$ cat config.mk
export PLATFORM = sky130hd
export DESIGN_NAME = terminal_escape_key_decoder_top
export DESIGN_NICKNAME = d
export VERILOG_FILES = /design/src/rtl/core/tkd_pkg.sv /design/src/rtl/core/tkd_key_match.sv /design/src/rtl/core/tkd_fsm.sv /design/src/rtl/core/terminal_escape_key_decoder_top.sv
export VERILOG_INCLUDE_DIRS = /design/src /design/src/rtl/core
export SDC_FILE = /design/constraint.sdc
export NUM_CORES = 1
export LEC_CHECK = 0
export BUFFER_PORTS_ARGS = -buffer_cell sky130_fd_sc_hd__buf_2
export CORE_MARGIN = 4
export CORE_UTILIZATION = 45
export DETAILED_ROUTE_END_ITERATION = 6
export GPL_TIMING_DRIVEN = 0
export PLACE_DENSITY = 0.68
export SLEW_MARGIN = 20
export SYNTH_ARGS = -nofsm -noshare
export SYNTH_HDL_FRONTEND = slang
export SYNTH_HIERARCHICAL = 1
export SYNTH_SLANG_ARGS = --single-unit
$ cat constraint.sdc
create_clock -name clk -period 4.25 [get_ports clk]
set_clock_uncertainty 0.2 [all_clocks]
set_input_delay 0.2125 -clock clk [delete_from_list [all_inputs] [get_ports clk]]
set_output_delay 0.2125 -clock clk [all_outputs]
set_load 0.01 [all_outputs]
$ cat src/rtl/core/assert_macros.svh
// Assertion helpers; the using module supplies clk and arst_n.
`ifndef ASSERT_MACROS_SVH
`define ASSERT_MACROS_SVH

// Same-cycle implication, disabled during reset.
`define TKD_ASSERT_IMP(lbl, ante, cons, msg) \
	lbl: assert property (@(posedge clk) disable iff (!arst_n) (ante) |-> (cons)) \
		else $error(msg);

// Next-cycle implication, disabled during reset.
`define TKD_ASSERT_NXT(lbl, ante, cons, msg) \
	lbl: assert property (@(posedge clk) disable iff (!arst_n) (ante) |=> (cons)) \
		else $error(msg);

`endif

$ cat src/rtl/core/tkd_pkg.sv
`default_nettype none
package tkd_pkg;

	localparam int LEAD_SLOTS_DEF = 4;
	localparam int LEAD_SLOTS_MAX = 8;
	localparam int CFG_IDX_W      = 2;
	localparam int CFG_DATA_W     = 32;

	typedef enum logic [CFG_IDX_W-1:0] {
		REG_LEAD_BYTES,
		REG_LEAD_COUNT,
		REG_GAP_MS,
		REG_MAX_LEN
	} reg_idx_t;

	localparam logic [31:0] LEAD_BYTES_RST = 32'd27;
	localparam logic [2:0]  LEAD_COUNT_RST = 3'd1;
	localparam logic [7:0]  GAP_MS_RST     = 8'd50;
	localparam logic [3:0]  MAX_LEN_RST    = 4'd5;

	typedef enum logic [2:0] {
		PH_IDLE,
		PH_LEAD,
		PH_SS3,
		PH_CSI,
		PH_DRAIN
	} phase_t;

	typedef enum logic [2:0] {
		KIND_PLAIN,
		KIND_BARE,
		KIND_ALT,
		KIND_KEY,
		KIND_UNKNOWN,
		KIND_OVERFLOW
	} kind_t;

	localparam logic [4:0] KEY_UP     = 5'd0;
	localparam logic [4:0] KEY_DOWN   = 5'd1;
	localparam logic [4:0] KEY_RIGHT  = 5'd2;
	localparam logic [4:0] KEY_LEFT   = 5'd3;
	localparam logic [4:0] KEY_HOME   = 5'd4;
	localparam logic [4:0] KEY_END    = 5'd5;
	localparam logic [4:0] KEY_INSERT = 5'd6;
	localparam logic [4:0] KEY_DELETE = 5'd7;
	localparam logic [4:0] KEY_PGUP   = 5'd8;
	localparam logic [4:0] KEY_PGDN   = 5'd9;
	localparam logic [4:0] KEY_F1     = 5'd10;
	localparam logic [4:0] KEY_F2     = 5'd11;
	localparam logic [4:0] KEY_F3     = 5'd12;
	localparam logic [4:0] KEY_F4     = 5'd13;
	localparam logic [4:0] KEY_F5     = 5'd14;
	localparam logic [4:0] KEY_F6     = 5'd15;
	localparam logic [4:0] KEY_F7     = 5'd16;
	localparam logic [4:0] KEY_F8     = 5'd17;
	localparam logic [4:0] KEY_F9     = 5'd18;
	localparam logic [4:0] KEY_F10    = 5'd19;
	localparam logic [4:0] KEY_F11    = 5'd20;
	localparam logic [4:0] KEY_F12    = 5'd21;

	localparam logic [7:0] CH_CSI   = 8'h5B;
	localparam logic [7:0] CH_SS3   = 8'h4F;
	localparam logic [7:0] CH_SEMI  = 8'h3B;
	localparam logic [7:0] CH_TILDE = 8'h7E;
	localparam logic [7:0] CH_ZERO  = 8'h30;
	localparam logic [7:0] CH_NINE  = 8'h39;
	localparam logic [7:0] FINAL_LO = 8'h40;
	localparam logic [7:0] FINAL_HI = 8'h7E;

	typedef struct packed {
		logic [31:0] lead_bytes;
		logic [2:0]  lead_count;
		logic [7:0]  gap_ms;
		logic [3:0]  max_len;
	} cfg_t;

	typedef struct packed {
		logic       valid;
		kind_t      kind;
		logic [7:0] char_value;
		logic [4:0] key_code;
	} result_t;

endpackage
`default_nettype wire

$ cat src/rtl/core/tkd_key_match.sv
`default_nettype none
module tkd_key_match (
	input  wire logic       ss3,
	input  wire logic [7:0] param,
	input  wire logic [7:0] fin,
	output logic      [4:0] key_code,
	output logic            hit
);
	import tkd_pkg::*;

	logic [4:0] cur_key;
	logic       cur_hit;

	always_comb begin
		cur_hit = 1'b1;
		case (fin)
			"A":     cur_key = KEY_UP;
			"B":     cur_key = KEY_DOWN;
			"C":     cur_key = KEY_RIGHT;
			"D":     cur_key = KEY_LEFT;
			"H":     cur_key = KEY_HOME;
			"F":     cur_key = KEY_END;
			default: begin
				cur_key = KEY_UP;
				cur_hit = 1'b0;
			end
		endcase
	end

	always_comb begin
		key_code = cur_key;
		hit      = cur_hit;
		if (ss3) begin
			case (fin)
				"P":     key_code = KEY_F1;
				"Q":     key_code = KEY_F2;
				"R":     key_code = KEY_F3;
				"S":     key_code = KEY_F4;
				default: key_code = cur_key;
			endcase
			if (fin == "P" || fin == "Q" || fin == "R" || fin == "S")
				hit = 1'b1;
		end else if (fin != CH_TILDE) begin
			hit = cur_hit && (param == 8'd0);
		end else begin
			hit = 1'b1;
			case (param)
				8'd1:    key_code = KEY_HOME;
				8'd2:    key_code = KEY_INSERT;
				8'd3:    key_code = KEY_DELETE;
				8'd4:    key_code = KEY_END;
				8'd5:    key_code = KEY_PGUP;
				8'd6:    key_code = KEY_PGDN;
				8'd7:    key_code = KEY_HOME;
				8'd8:    key_code = KEY_END;
				8'd15:   key_code = KEY_F5;
				8'd17:   key_code = KEY_F6;
				8'd18:   key_code = KEY_F7;
				8'd19:   key_code = KEY_F8;
				8'd20:   key_code = KEY_F9;
				8'd21:   key_code = KEY_F10;
				8'd23:   key_code = KEY_F11;
				8'd24:   key_code = KEY_F12;
				default: begin
					key_code = KEY_UP;
					hit      = 1'b0;
				end
			endcase
		end
	end

endmodule
`default_nettype wire

$ cat src/rtl/core/tkd_fsm.sv
`default_nettype none
`include "assert_macros.svh"
module tkd_fsm #(
	parameter int LEAD_SLOTS = tkd_pkg::LEAD_SLOTS_DEF
) (
	input  wire logic           clk,
	input  wire logic           arst_n,
	input  wire logic           step,
	input  wire logic           cmd,
	input  wire logic     [7:0] rx_byte,
	input  wire tkd_pkg::cfg_t  cfg,
	output tkd_pkg::result_t    res
);
	import tkd_pkg::*;

	phase_t     phase_q, phase_d;
	logic [7:0] held_lead_q, held_lead_d;
	logic [7:0] param_q, param_d;
	logic       param_seen_q, param_seen_d;
	logic       mod_seen_q, mod_seen_d;
	logic [3:0] byte_cnt_q, byte_cnt_d;
	logic [7:0] gap_q, gap_d;

	logic [8*LEAD_SLOTS_MAX-1:0] lead_ext;
	logic       lead_hit;
	logic [7:0] gap_inc;
	logic       gap_end;
	logic       is_digit;
	logic       is_final;
	logic       csi_full;
	logic [7:0] param_mac;
	logic [4:0] key_code;
	logic       key_hit;

	assign lead_ext = {{(8*LEAD_SLOTS_MAX-32){1'b0}}, cfg.lead_bytes};

	always_comb begin
		lead_hit = 1'b0;
		for (int i = 0; i < LEAD_SLOTS; i++) begin
			if (4'(i) < {1'b0, cfg.lead_count} && lead_ext[8*i +: 8] == rx_byte)
				lead_hit = 1'b1;
		end
	end

	assign gap_inc   = (gap_q == 8'hFF) ? gap_q : gap_q + 8'd1;
	assign gap_end   = gap_inc >= cfg.gap_ms;
	assign is_digit  = rx_byte >= CH_ZERO && rx_byte <= CH_NINE;
	assign is_final  = rx_byte >= FINAL_LO && rx_byte <= FINAL_HI;
	assign csi_full  = byte_cnt_q >= cfg.max_len;
	assign param_mac = {param_q[4:0], 3'b000} + {param_q[6:0], 1'b0} + (rx_byte - CH_ZERO);

	tkd_key_match u_match (
		.ss3      (phase_q == PH_SS3),
		.param    (param_seen_q ? param_q : 8'd0),
		.fin      (rx_byte),
		.key_code (key_code),
		.hit      (key_hit)
	);

	always_comb begin
		phase_d      = phase_q;
		held_lead_d  = held_lead_q;
		param_d      = param_q;
		param_seen_d = param_seen_q;
		mod_seen_d   = mod_seen_q;
		byte_cnt_d   = byte_cnt_q;
		gap_d        = gap_q;
		if (step && cmd) begin
			if (phase_q != PH_IDLE) begin
				gap_d = gap_inc;
				if (gap_end) begin
					phase_d = PH_IDLE;
					gap_d   = 8'd0;
				end
			end
		end else if (step && rx_byte != 8'd0) begin
			gap_d = 8'd0;
			case (phase_q)
				PH_LEAD: begin
					if (rx_byte == CH_CSI) begin
						phase_d      = PH_CSI;
						param_d      = 8'd0;
						param_seen_d = 1'b0;
						mod_seen_d   = 1'b0;
						byte_cnt_d   = 4'd0;
					end else if (rx_byte == CH_SS3) begin
						phase_d = PH_SS3;
					end else begin
						phase_d = PH_IDLE;
					end
				end
				PH_SS3: phase_d = PH_IDLE;
				PH_CSI: begin
					if (csi_full) begin
						phase_d = PH_DRAIN;
					end else begin
						byte_cnt_d = byte_cnt_q + 4'd1;
						if (is_digit) begin
							if (!mod_seen_q) begin
								param_d      = param_mac;
								param_seen_d = 1'b1;
							end
						end else if (rx_byte == CH_SEMI) begin
							mod_seen_d = 1'b1;
						end else if (is_final) begin
							phase_d = PH_IDLE;
						end
					end
				end
				PH_DRAIN: phase_d = PH_DRAIN;
				default: begin
					if (lead_hit) begin
						phase_d     = PH_LEAD;
						held_lead_d = rx_byte;
					end else begin
						phase_d = PH_IDLE;
					end
				end
			endcase
		end
	end

	always_comb begin
		res = '{valid: 1'b0, kind: KIND_PLAIN, char_value: 8'd0, key_code: 5'd0};
		if (step && cmd) begin
			if (phase_q != PH_IDLE && gap_end) begin
				res.valid = 1'b1;
				case (phase_q)
					PH_LEAD: begin
						res.kind       = KIND_BARE;
						res.char_value = held_lead_q;
					end
					PH_DRAIN: res.kind = KIND_OVERFLOW;
					default:  res.kind = KIND_UNKNOWN;
				endcase
			end
		end else if (step && rx_byte != 8'd0) begin
			case (phase_q)
				PH_LEAD: begin
					if (rx_byte != CH_CSI && rx_byte != CH_SS3) begin
						res.valid      = 1'b1;
						res.kind       = KIND_ALT;
						res.char_value = rx_byte;
					end
				end
				PH_SS3: begin
					res.valid    = 1'b1;
					res.kind     = key_hit ? KIND_KEY : KIND_UNKNOWN;
					res.key_code = key_hit ? key_code : 5'd0;
				end
				PH_CSI: begin
					if (!csi_full && !is_digit && rx_byte != CH_SEMI && is_final) begin
						res.valid    = 1'b1;
						res.kind     = key_hit ? KIND_KEY : KIND_UNKNOWN;
						res.key_code = key_hit ? key_code : 5'd0;
					end
				end
				PH_DRAIN: res.valid = 1'b0;
				default: begin
					if (!lead_hit) begin
						res.valid      = 1'b1;
						res.kind       = KIND_PLAIN;
						res.char_value = rx_byte;
					end
				end
			endcase
		end
	end

	always_ff @(posedge clk or negedge arst_n) begin
		if (!arst_n) begin
			phase_q      <= PH_IDLE;
			held_lead_q  <= 8'd0;
			param_q      <= 8'd0;
			param_seen_q <= 1'b0;
			mod_seen_q   <= 1'b0;
			byte_cnt_q   <= 4'd0;
			gap_q        <= 8'd0;
		end else begin
			phase_q      <= phase_d;
			held_lead_q  <= held_lead_d;
			param_q      <= param_d;
			param_seen_q <= param_seen_d;
			mod_seen_q   <= mod_seen_d;
			byte_cnt_q   <= byte_cnt_d;
			gap_q        <= gap_d;
		end
	end

	`TKD_ASSERT_IMP(a_idle_gap_clear, phase_q == PH_IDLE, gap_q == 8'd0, "gap count live in idle")
	`TKD_ASSERT_IMP(a_bare_from_lead, res.valid && res.kind == KIND_BARE, phase_q == PH_LEAD, "bare lead outside lead phase")

endmodule
`default_nettype wire

$ cat src/rtl/core/terminal_escape_key_decoder_top.sv
// Console key decoder: takes one request per cycle while s_tready is high (a received byte, or a
// 1 ms tick when s_tuser is high) and gives at most one result per request, offered on m_tvalid
// through the input register and then the result register. A new request is taken each cycle
// while the result register drains; a stalled result holds the input register and then s_tready.
// Bytes of zero are dropped.
// Registers written through cfg_we/cfg_index/cfg_data: 0 lead bytes (slot 0 in the low
// byte, reset ESC), 1 lead slots in use (reset 1), 2 gap in ticks (reset 50), 3 longest
// CSI body before overflow (reset 5). Write them only while no burst is in progress.
`default_nettype none
`include "assert_macros.svh"
module terminal_escape_key_decoder_top #(
	parameter int LEAD_SLOTS = tkd_pkg::LEAD_SLOTS_DEF
) (
	input  wire logic                           clk,
	input  wire logic                           arst_n,
	input  wire logic                           s_tvalid,
	output logic                                s_tready,
	input  wire logic                     [7:0] s_tdata,   // rx_byte
	input  wire logic                           s_tuser,   // cmd
	output logic                                m_tvalid,
	input  wire logic                           m_tready,
	output logic                         [15:0] m_tdata,   // char_value, key_code, zero pad
	output logic                          [2:0] m_tuser,   // kind
	input  wire logic                           cfg_we,
	input  wire logic [tkd_pkg::CFG_IDX_W-1:0]  cfg_index,
	input  wire logic [tkd_pkg::CFG_DATA_W-1:0] cfg_data
);
	import tkd_pkg::*;

	cfg_t       cfg_q;
	logic       valid_s1;
	logic       cmd_s1;
	logic [7:0] byte_s1;
	logic       out_valid_q;
	kind_t      out_kind_q;
	logic [7:0] out_char_q;
	logic [4:0] out_key_q;
	logic       advance;
	result_t    res;

	assign advance  = !out_valid_q || m_tready;
	assign s_tready = !valid_s1 || advance;
	assign m_tvalid = out_valid_q;
	assign m_tuser  = out_kind_q;
	assign m_tdata  = {3'b000, out_key_q, out_char_q};

	always_ff @(posedge clk or negedge arst_n) begin
		if (!arst_n) begin
			cfg_q <= '{lead_bytes: LEAD_BYTES_RST, lead_count: LEAD_COUNT_RST,
				gap_ms: GAP_MS_RST, max_len: MAX_LEN_RST};
		end else if (cfg_we) begin
			case (cfg_index)
				REG_LEAD_BYTES: cfg_q.lead_bytes <= cfg_data;
				REG_LEAD_COUNT: cfg_q.lead_count <= cfg_data[2:0];
				REG_GAP_MS:     cfg_q.gap_ms     <= cfg_data[7:0];
				REG_MAX_LEN:    cfg_q.max_len    <= cfg_data[3:0];
				default:        cfg_q            <= cfg_q;
			endcase
		end
	end

	always_ff @(posedge clk or negedge arst_n) begin
		if (!arst_n) begin
			valid_s1    <= 1'b0;
			out_valid_q <= 1'b0;
		end else begin
			if (s_tready)
				valid_s1 <= s_tvalid;
			if (advance)
				out_valid_q <= valid_s1 && res.valid;
		end
	end

	always_ff @(posedge clk) begin
		if (s_tvalid && s_tready) begin
			cmd_s1  <= s_tuser;
			byte_s1 <= s_tdata;
		end
		if (advance && valid_s1 && res.valid) begin
			out_kind_q <= res.kind;
			out_char_q <= res.char_value;
			out_key_q  <= res.key_code;
		end
	end

	tkd_fsm #(
		.LEAD_SLOTS (LEAD_SLOTS)
	) u_fsm (
		.clk     (clk),
		.arst_n  (arst_n),
		.step    (valid_s1 && advance),
		.cmd     (cmd_s1),
		.rx_byte (byte_s1),
		.cfg     (cfg_q),
		.res     (res)
	);

	`TKD_ASSERT_IMP(a_key_only_on_key, m_tvalid && m_tuser != KIND_KEY, m_tdata[12:8] == 5'd0, "key code set on non-key result")
	`TKD_ASSERT_NXT(a_hold_on_stall, valid_s1 && m_tvalid && !m_tready, valid_s1, "request lost under output stall")

endmodule
`default_nettype wire
# == After elaboration in Yosys (flattened, before gate mapping) ==
# Index checks and enable logic that the tools add are counted.
# classes
add_sub_neg,5
order_cmp,10
n_eq_ne,56
mux,64
bitwise,3
reduce_logical,50
# op_table
operator,n
$eq A8 B7 Y1 const B,12
$mux W8,11
$pmux W5 S14,1
$eq A8 B5 Y1 const B,7
$mux W12,4
$eq A8 B3 Y1 const B,4
$eq A8 B8 Y1,4
$pmux W8 S2,2
$mux W3,10
$ne A8 B7 Y1 const B,3
$pmux W3 S4,2
$mux W5,4
$pmux W5 S4,1
$logic_and A1 B1 Y1,18
$mux W1,17
$mux W17,1
$add A8 B8 Y8,2
$eq A8 B2 Y1 const B,2
$eq A8 B4 Y1 const B,2
$reduce_or A16 Y1,1
$pmux W3 S5,1
$reduce_and A7 Y1,2
$mux W4,3
$pmux W5 S2,1
other kinds (46),73
# word_totals
register_bits,107
in_bits,48
out_inout_bits,21
wordCells,206

# == Depth between registers and ports, before layout ==
# Gate-level depths: netlist (run 1).
# logic_depth
ltp_word,12
depth_mapped,13

# == Modules after synthesis ==
# The synthesis (run 1) kept the hierarchy.
# by_module_without_submodules
module,instances,cells_per_inst,area_per_inst_um2
tkd_fsm,1,354,3201.8
terminal_escape_key_decoder_top,1,140,2663.8
tkd_key_match,1,78,511.7

# == Worst setup path before layout (run 1) ==
# No wires, ideal clock.
# synth_path
path_type,register -> register
startpoint,reg u_fsm.gap_q[0]
endpoint,"reg out_kind_q[0] (netlist: m_tuser[0]), enable pin"
setup_ps,390
arrival_ps,2971
setup_slack_ps,689
path_stages_with_launch,13
n_path_buf,0
period_less_slack_ps,3561
path_cell_list,dfrtp_1 -> ha_1 -> nand3_1 -> nor2_1 -> nand2_1 -> mux2_2 -> ha_1 -> a211oi_1 -> o221ai_1 -> nand3_1 -> o21ai_1 -> nand2_1 -> nor2b_1
# synth_rtl
item,line,rtl
start: declaration,tkd_fsm.sv:22,"logic [7:0] gap_q, gap_d;"
start signal: assignment,tkd_fsm.sv:186,gap_q <= gap_d;
end signal: assignment,terminal_escape_key_decoder_top.sv:80,out_kind_q <= res.kind;
end: declaration,terminal_escape_key_decoder_top.sv:35,kind_t out_kind_q;

==> out/metrics.yaml, run 1 <==
final_cell_mix: "dfrtp_1, buf_2, mux2_2, dlygate4sd3_1, xnor2_1"
fin_cells: 881
overflow: 0
core_mm2: 0.01388
switching_share_pct: 28.09
fin_crit_ps: 3887
yosysUniqueCellTypes: 77
drive_gt1_share_pct: 26.11
drcViolationCount: 0
synth-seq-cells: 107
cap_violations: 0
root_buffer: "clkbuf_16"
pre_cts_ws_ps: 176.2
via_per_inst: 5.482
clk_path_buf_depth: 2
routed_wl_um: 14810
final.period_utilization_pct: 91.46
vias: 4830
synth-edff-count: 25
diodes: 0
clkSlewWorstSetupHoldPaths_ps: 70
place.gp.congestion: 0.8602
h-tree-depth: 3
cpPeakStageDelay_ps: 430
routedWlPerCell_um: 16.80
yosys-top-cells-area: "dfrtp_1, edfxtp_1, mux2_2"
fin_ws_ps: 363.2
final_nets: 774
dp_hpwl_um: 10900
ys.flop_type: "dfrtp_1"
cts_setup_buffers: 0
die_y_um: 127.0
reg2reg_depth: 13
ioPinCount: 69
initial_core_util_pct: 45.94
multi_input_area_mm2: 0.003273
placed_area_mm2: 0.006968
slew_viol_final: 0
grt_pass1_wl_um: 24580
hold_path.class: "input port to async pin"
crit_chain: "ha_1, nand3_1, nor2_1, nand2_1, nand3_1, xnor2_1, ha_1, o2111ai_1, o221ai_1, nand3_1, o21ai_1, nand2_1, nor2b_4"
tightest_slew_ps: 786.2
drt-pass1-iter-count: 5
synth_area_mm2: 0.006377
grt_use_total_pct: 18.77
fp-row-count: 43
required_ps: 4030
finalSetupTns_ps: 0
status: "finished clean"
cts_tree: "done"
crit_top_cell: "nand3_1"
synth_top_area_share_pct: 28.25
rsz0062_at_grt: "false"
p_int_mw: 1.877
slew_headroom_pct: 47.48
portBuffers: 65
yosys_warnings: 6
peakVddDrop_uv: 232.5
final_hold_viol_count: 0
seqCellArea_mm2: 0.002815
die_w_um: 127.0
clkPwrFrac_pct: 30.5
syn_to_final_growth_pct: 20.84
placed_cells: 820
fmax_mhz: 257.3
p_switching_uw: 733.4
power_frac_comb_pct: 20.3
power_density_mw_per_mm2: 338.8
finalSetupViolCount: 0
cts.sinks: 107
die_area_mm2: 0.01614
crit_fanout: 16
antenna_found_initial: 0
grt_pass1_vias: 4944
cp.arrival_ps: 3670
synth_cells: 572
syn_area_per_cell_um2: 11.15
synthArstFlopShare_pct: 76.64
power.leakage_nw: 3.376
p_seq_share_pct: 49.2
fillers: 1203
cp_slowest_cell: "dfrtp_1"
grt_max_degree: 59
ys_seq_area_share_pct: 44.14
crit_path_start_kind: "flop"
drtIter0Drc: 342
path_class: "flop to flop"
final_area_mm2: 0.007706
critPathCaptureType: "flop"
final_common_cell: "dfrtp_1"
yosysTopAreaCell: "dfrtp_1"
ant_nets: 0
numCtsBuffers: 9
clock_latency_ps: 350
-- cells by family (layout without fill, tap and decap cells) --
kind of cell	Yosys count	in the layout	synth area share (%)
DFF	107	107	44.14
AOI/OAI and AO/OA	90	90	10.56
and+or+nand+nor	175	175	16.01
xor gates and xnor gates	47	47	6.455
adders and majority gates	30	30	6.474
muxes	63	63	11.54
buffers and inverters	59	186	4.767
other	1	3	0.05880
-- state kept, by name, indices dropped and copies added, names as in the netlist --
register and cells:
byte_s1 8, u_fsm/param_seen_q 1, m_tuser 3, valid_s1 1, out_char_q 8, u_fsm/held_lead_q 8
cmd_s1 1, u_fsm/gap_q 8, u_fsm/phase_q 3, u_fsm/mod_seen_q 1, m_tvalid 1, out_key_q 5
cfg_q 47, u_fsm/byte_cnt_q 4, u_fsm/param_q 8
-- power groups by stage --
stage | combinational, mW | clock, mW | sequential, mW
2_1_floorplan | 0.365 | 0 | 1.28
3_3_place_gp | 0.475 | 0 | 1.30
3_5_place_dp | 0.498 | 0 | 1.30
4_1_cts | 0.532 | 0.825 | 1.28
5_1_grt | 0.587 | 0.861 | 1.30
6_report | 0.530 | 0.797 | 1.28
-- what timing repair did --
action | CTS | global route
hold endpoints to repair | 129 | 0
gates resized for setup | 0 | 1
setup endpoints to repair | 0 | 16
hold buffers | 45 | 0
-- metrics by stage --
stage          hold slack (ps)  power [mW]  utilization, %
2_1_floorplan           -283.1       1.643               -
3_3_place_gp             192.1       1.773           49.96
3_5_place_dp            -44.82       1.801           50.20
4_1_cts                  114.1       2.641           55.48
5_1_grt                  139.0       2.748           55.52
6_report                 116.6       2.611           55.52
-- per-layer routing --
metal	share of wire, %	wire [um]	global-route usage (%)
met1	44	6520	24.72
met2	50	7456	32.32
met3	4.3	639	3.512
met4	1.3	188	4.290
met5	0	0	0
-- cell type report --
class / count / share of cell area [%]
inverters: 36 / 1.754
multi-input cells: 408 / 42.47
repair buffers: 111 / 10.46
clock inverters: 7 / 0.7469
well taps: 180 / 2.923
flip-flops and latches: 107 / 36.53
plain buffers: 23 / 2.192
clock buffers: 9 / 2.923
-- critical path, delay by kind of cell, from the launching register on --
family | cells | cell delay [ps]
AO/OA/AOI/OAI | 3 | 740
XOR/XNOR | 1 | 190
AND/OR/NAND/NOR | 7 | 1390
adder cells (fa/ha/maj) | 2 | 570
flip-flops | 1 | 430
-- Yosys cell counts (11+ instances only) --
library cell and number:
a21oi_1 13, xnor2_1 38, nor2_1 27, mux2_2 46, nor3_1 11, nand2_1 30
and2_1 15, ha_1 25, nand3_1 21, dfrtp_1 72, o21ai_0 11, inv_1 36
edfxtp_1 25
-- worst paths after layout --
check / startpoint / endpoint / slack (ps)
max in group asynchronous: arst_n / cfg_q[12] / 3070
min reg2reg: u_fsm/param_q[7] / u_fsm/param_q[7] / 290
min in group clk: cfg_index[0] / cfg_q[30] / 140
max: u_fsm/gap_q[0] / out_key_q[4] / 360
min: arst_n / cfg_q[26] / 120
max reg2reg: u_fsm/gap_q[0] / out_key_q[4] / 360
Note: power is estimated with default switching activity, not from simulation.
==> run 2, diff against run 1 <==
Settings changed: PLACE_DENSITY 0.68 to 0.73.
==> out/metrics.yaml, run 2 (synthesized netlist as in run 1, its figures left out) <==
grt_pass1_wl_um: 25140  # was 24,580 um
crit_fanout: 16  # unchanged
regMostFlops: "cfg_q"  # unchanged
routed_wl_um: 15180  # was 14,810 um
final.period_utilization_pct: 92.03  # was 91.46%
fin_hold_ws_ps: 99.98  # was 116.6 ps
root_buffer: "clkbuf_16"  # unchanged
core_mm2: 0.01388  # unchanged
path_buf_inv: 0  # unchanged
status: "finished clean"  # unchanged
cp_slowest_cell: "o221ai_1"  # was dfrtp_1
slew_viol_final: 0  # unchanged
p_seq_share_pct: 47.5  # was 49.2%
portBuffers: 65  # unchanged
largest_reg_flops: 47  # unchanged
pre_cts_ws_ps: 155.9  # was 176.2 ps
drtIter0Drc: 462  # was 342
drive_gt1_share_pct: 25.96  # was 26.11%
peakVddDrop_uv: 238.5  # was 232.5 uV
finalSetupTns_ps: 0  # unchanged
grt_pass1_vias: 5079  # was 4,944
clkSlewWorstSetupHoldPaths_ps: 80  # was 70 ps
placed_area_mm2: 0.006968  # unchanged
cts_tree: "done"  # unchanged
power.leakage_nw: 3.389  # was 3.376 nW
initial_core_util_pct: 45.94  # unchanged
cts_setup_buffers: 0  # unchanged
fillers: 1165  # was 1,203
dp_hpwl_um: 10970  # was 10,900 um
switching_share_pct: 27.25  # was 28.09%
report.power.total_mw: 2.702  # was 2.611 mW
final_cell_mix: "dfrtp_1, buf_2, mux2_2, dlygate4sd3_1, xnor2_1"  # unchanged
power_frac_comb_pct: 20.0  # was 20.3%
grt_max_degree: 59  # unchanged
slew_headroom_pct: 42.27  # was 47.48%
tightest_slew_ps: 864.0  # was 786.2 ps
grt_use_total_pct: 19.33  # was 18.77%
placed_cells: 820  # unchanged
final_common_cell: "dfrtp_1"  # unchanged
clock_latency_ps: 350  # about the same
cpPeakStageDelay_ps: 450  # was 430 ps
p_switching_uw: 736.2  # was 733.4 uW
final_util_pct: 55.73  # was 55.52%
final_area_mm2: 0.007736  # was 0.007706 mm2
fin_crit_ps: 3911  # was 3887 ps
drcViolationCount: 0  # unchanged
overflow: 0  # unchanged
clk_path_buf_depth: 2  # unchanged
crit_chain: "ha_1, nand3_1, nor2_1, nand2_1, nand3_1, xnor2_1, ha_1, o2111ai_1, o221ai_1, nand3_1, o21ai_1, nand2_1, nor2b_4"  # unchanged
crit_top_cell: "nand3_1"  # unchanged
die_area_mm2: 0.01614  # unchanged
multi_input_area_mm2: 0.003273  # unchanged
r2r_start: "u_fsm/gap_q[0]"  # unchanged
cp_top_family: "simple AND/OR/NAND/NOR gates"  # unchanged
antenna_found_initial: 0  # unchanged
syn_to_final_growth_pct: 21.31  # was 20.84%
cp.arrival_ps: 3700  # was 3670 ps
fin_cells: 881  # unchanged
fmax_mhz: 255.7  # was 257.3 MHz
final_nets: 774  # unchanged
crit_path_start_kind: "flop"  # unchanged
hold_path.class: "input port to async pin"  # unchanged
rsz0062_at_grt: "false"  # unchanged
h-tree-depth: 3  # unchanged
final_hold_viol_count: 0  # unchanged
diodes: 0  # unchanged
vias: 4919  # was 4,830
place.gp.congestion: 0.9087  # was 0.8602
fp-row-count: 43  # unchanged
required_ps: 4030  # about the same
finalSetupViolCount: 0  # unchanged
die_y_um: 127.0  # unchanged
critPathCaptureType: "flop"  # unchanged
cts.sinks: 107  # unchanged
ioPinCount: 69  # unchanged
numCtsBuffers: 9  # unchanged
path_class: "flop to flop"  # unchanged
die_w_um: 127.0  # unchanged
p_int_mw: 1.966  # was 1.877 mW
routedWlPerCell_um: 17.23  # was 16.80 um
drt-pass1-iter-count: 5  # unchanged
fin_ws_ps: 338.8  # was 363.2 ps
clkPwrFrac_pct: 32.5  # was 30.5%
ant_nets: 0  # unchanged
startpoint: "u_fsm/gap_q[0]"  # unchanged
power_density_mw_per_mm2: 349.3  # was 338.8 mW/mm2
seqCellArea_mm2: 0.002815  # unchanged
via_per_inst: 5.583  # was 5.482
cap_violations: 0  # unchanged
[run 2: final cells by class]
type,instances,area share (%)
clock buffers,12,3.316
clock inverters,4,0.7278
flip-flops and latches,107,36.39
plain buffers,23,2.183
inverters,36,1.747
multi-input cells,408,42.31
well taps,180,2.911
repair buffers,111,10.42
[run 2: power groups by stage]
stage | Combinational [mW] | Sequential [mW] | Clock [mW]
floorplan | 0.365 | 1.28 | 0
global placement | 0.472 | 1.30 | 0
detailed placement | 0.502 | 1.30 | 0
CTS | 0.537 | 1.28 | 0.889
global route | 0.595 | 1.30 | 0.934
finish | 0.541 | 1.28 | 0.878
[run 2: path summary, 6_finish.rpt]
path	to	slack, ps	depth (start not counted)
max in group asynchronous	cfg_q[0]	3100	3
worst max-delay path	out_key_q[3]	340	13
worst min-delay path	cfg_q[26]	100	2
min in group clk	cfg_q[30]	120	3
worst min register to register	u_fsm/param_q[7]	290	1
worst max register to register	out_key_q[3]	340	13
[run 2: timing repair]
| item | 4_1_cts | 5_1_grt |
|---|---|---|
| setup endpoints to repair | 0 | 16 |
| gates resized for setup | 0 | 1 |
| hold buffers | 45 | 0 |
| endpoints found under the hold margin | 130 | 0 |
[run 2: per-layer routing]
layer	up-vias	track usage (%)	part of all wire, %
met3	28	3.721	4.6
met2	158	32.50	49
li1	2306	-	-
met5	-	0	0
met1	2427	25.68	44
met4	0	5.363	1.7
==> run 3, diff against run 2 <==
Settings changed: CORE_MARGIN 4 to 2.
==> out/metrics.yaml, run 3 (synthesized netlist as in run 1, its figures left out) <==
status: "finished clean"  # unchanged
dp_hpwl_um: 10650  # was 10,970 um
grt_max_degree: 59  # unchanged
path_class: "flop to flop"  # unchanged
final_util_pct: 55.67  # was 55.73%
placed_area_mm2: 0.006968  # unchanged
final_common_cell: "dfrtp_1"  # unchanged
tightest_slew_ps: 912.0  # was 864.0 ps
routedWlPerCell_um: 16.62  # was 17.23 um
power_density_mw_per_mm2: 347.1  # was 349.3 mW/mm2
drive_gt1_share_pct: 26.11  # was 25.96%
peakVddDrop_uv: 195.1  # was 238.5 uV
clkSlewWorstSetupHoldPaths_ps: 80  # about the same
clk_path_buf_depth: 2  # unchanged
crit_path_start_kind: "flop"  # unchanged
fin_ws_ps: 455.4  # was 338.8 ps
grt_pass1_vias: 4863  # was 5,079
required_ps: 4050  # was 4030 ps
place.gp.congestion: 0.8599  # was 0.9087
drtIter0Drc: 291  # was 462
h-tree-depth: 3  # unchanged
hold_path.class: "input port to async pin"  # unchanged
portBuffers: 65  # unchanged
overflow: 0  # unchanged
finalSetupViolCount: 0  # unchanged
fin_hold_ws_ps: 120.9  # was 99.98 ps
power.leakage_nw: 3.389  # about the same
cts.sinks: 107  # unchanged
final_hold_viol_count: 0  # unchanged
fin_crit_ps: 3795  # was 3911 ps
regMostFlops: "cfg_q"  # unchanged
die_w_um: 123.0  # was 127.0 um
vias: 4777  # was 4,919
grt_pass1_wl_um: 23380  # was 25,140 um
die_area_mm2: 0.01514  # was 0.01614 mm2
diodes: 0  # unchanged
numCtsBuffers: 9  # unchanged
final_area_mm2: 0.007727  # was 0.007736 mm2
final_cell_mix: "dfrtp_1, buf_2, mux2_2, dlygate4sd3_1, xnor2_1"  # unchanged
largest_reg_flops: 47  # unchanged
cts_tree: "done"  # unchanged
critPathCaptureType: "flop"  # unchanged
drt-pass1-iter-count: 5  # unchanged
root_buffer: "clkbuf_16"  # unchanged
drcViolationCount: 0  # unchanged
clock_latency_ps: 350  # about the same
antenna_found_initial: 0  # unchanged
finalSetupTns_ps: 0  # unchanged
grt_use_total_pct: 19.71  # was 19.33%
initial_core_util_pct: 45.94  # unchanged
syn_to_final_growth_pct: 21.17  # was 21.31%
slew_viol_final: 0  # unchanged
final.period_utilization_pct: 89.28  # was 92.03%
fillers: 1186  # was 1,165
cap_violations: 0  # unchanged
slew_headroom_pct: 39.07  # was 42.27%
fp-row-count: 43  # unchanged
rsz0062_at_grt: "false"  # unchanged
ant_nets: 0  # unchanged
core_mm2: 0.01388  # unchanged
fmax_mhz: 263.5  # was 255.7 MHz
routed_wl_um: 14650  # was 15,180 um
cp.arrival_ps: 3590  # was 3700 ps
ioPinCount: 69  # unchanged
crit_fanout: 16  # unchanged
final_nets: 774  # unchanged
via_per_inst: 5.422  # was 5.583
die_y_um: 123.0  # was 127.0 um
pre_cts_ws_ps: 229.2  # was 155.9 ps
run 3: cell count changes in the layout (fill, tap and decap cells not counted), sizes merged:
cell and delta:
clkbuf -3, inv +3
run 3: critical path, cell delays in order, from the launching register on:
cell       delay [ps]
dfrtp_1           440
ha_1              240
nand3_1           140
nor2_1            140
nand2_1           170
and3_1            230
nor2_1            170
ha_1              200
o2111ai_1         130
o221ai_1          400
nand3_1           280
o21ai_1           170
nand2_1           120
nor2b_4           390
run 3: final timing paths:
check                            startpoint               end  slack, ps  cells past startpoint
max                          u_fsm/gap_q[0]      out_key_q[3]        460                     13
min                                  arst_n         cfg_q[24]        120                      2
max reg2reg                  u_fsm/gap_q[0]      out_key_q[3]        460                     13
min reg2reg                u_fsm/param_q[7]  u_fsm/param_q[7]        300                      1
max in group asynchronous            arst_n          cfg_q[0]       3080                      3
min in group clk               cfg_index[0]         cfg_q[30]        120                      3
run 3: layer usage:
metal	up-vias	part of all wire, %	global-route usage (%)
met5	-	0	0
met4	0	1.5	5.256
met1	2293	44	25.13
met3	24	5.0	3.782
met2	152	49	34.32
li1	2308	-	-
run 3: area by class of cell:
| type | count | area, um2 | share of cell area, % |
|---|---|---|---|
| multi-input combinational | 408 | 3273 | 42.36 |
| inverter | 36 | 135.1 | 1.749 |
| sequential | 107 | 2815 | 36.43 |
| buffer | 23 | 168.9 | 2.186 |
| clock buffer | 9 | 225.2 | 2.915 |
| clock inverter | 7 | 78.83 | 1.020 |
| tap | 180 | 225.2 | 2.915 |
| timing repair buffer | 111 | 805.8 | 10.43 |
run 3: per-stage QoR:
step,std cells,power [mW]
6_report,881,2.682
5_1_grt,881,2.807
4_1_cts,881,2.704
3_5_place_dp,820,1.801
3_3_place_gp,819,1.771
2_1_floorplan,574,1.643
run 3: power breakdown:
| part | switching [mW] | internal (mW) |
|---|---|---|
| Sequential | 0.0957 | 1.19 |
| Combinational | 0.252 | 0.280 |
| Clock | 0.397 | 0.467 |
run 3: what timing repair did:
item / in CTS / in global routing
gates resized for setup: 0 / 1
hold buffers: 45 / 0
endpoints found under the setup margin: 0 / 16
setup buffers: 0 / 0
endpoints found under the hold margin: 130 / 0
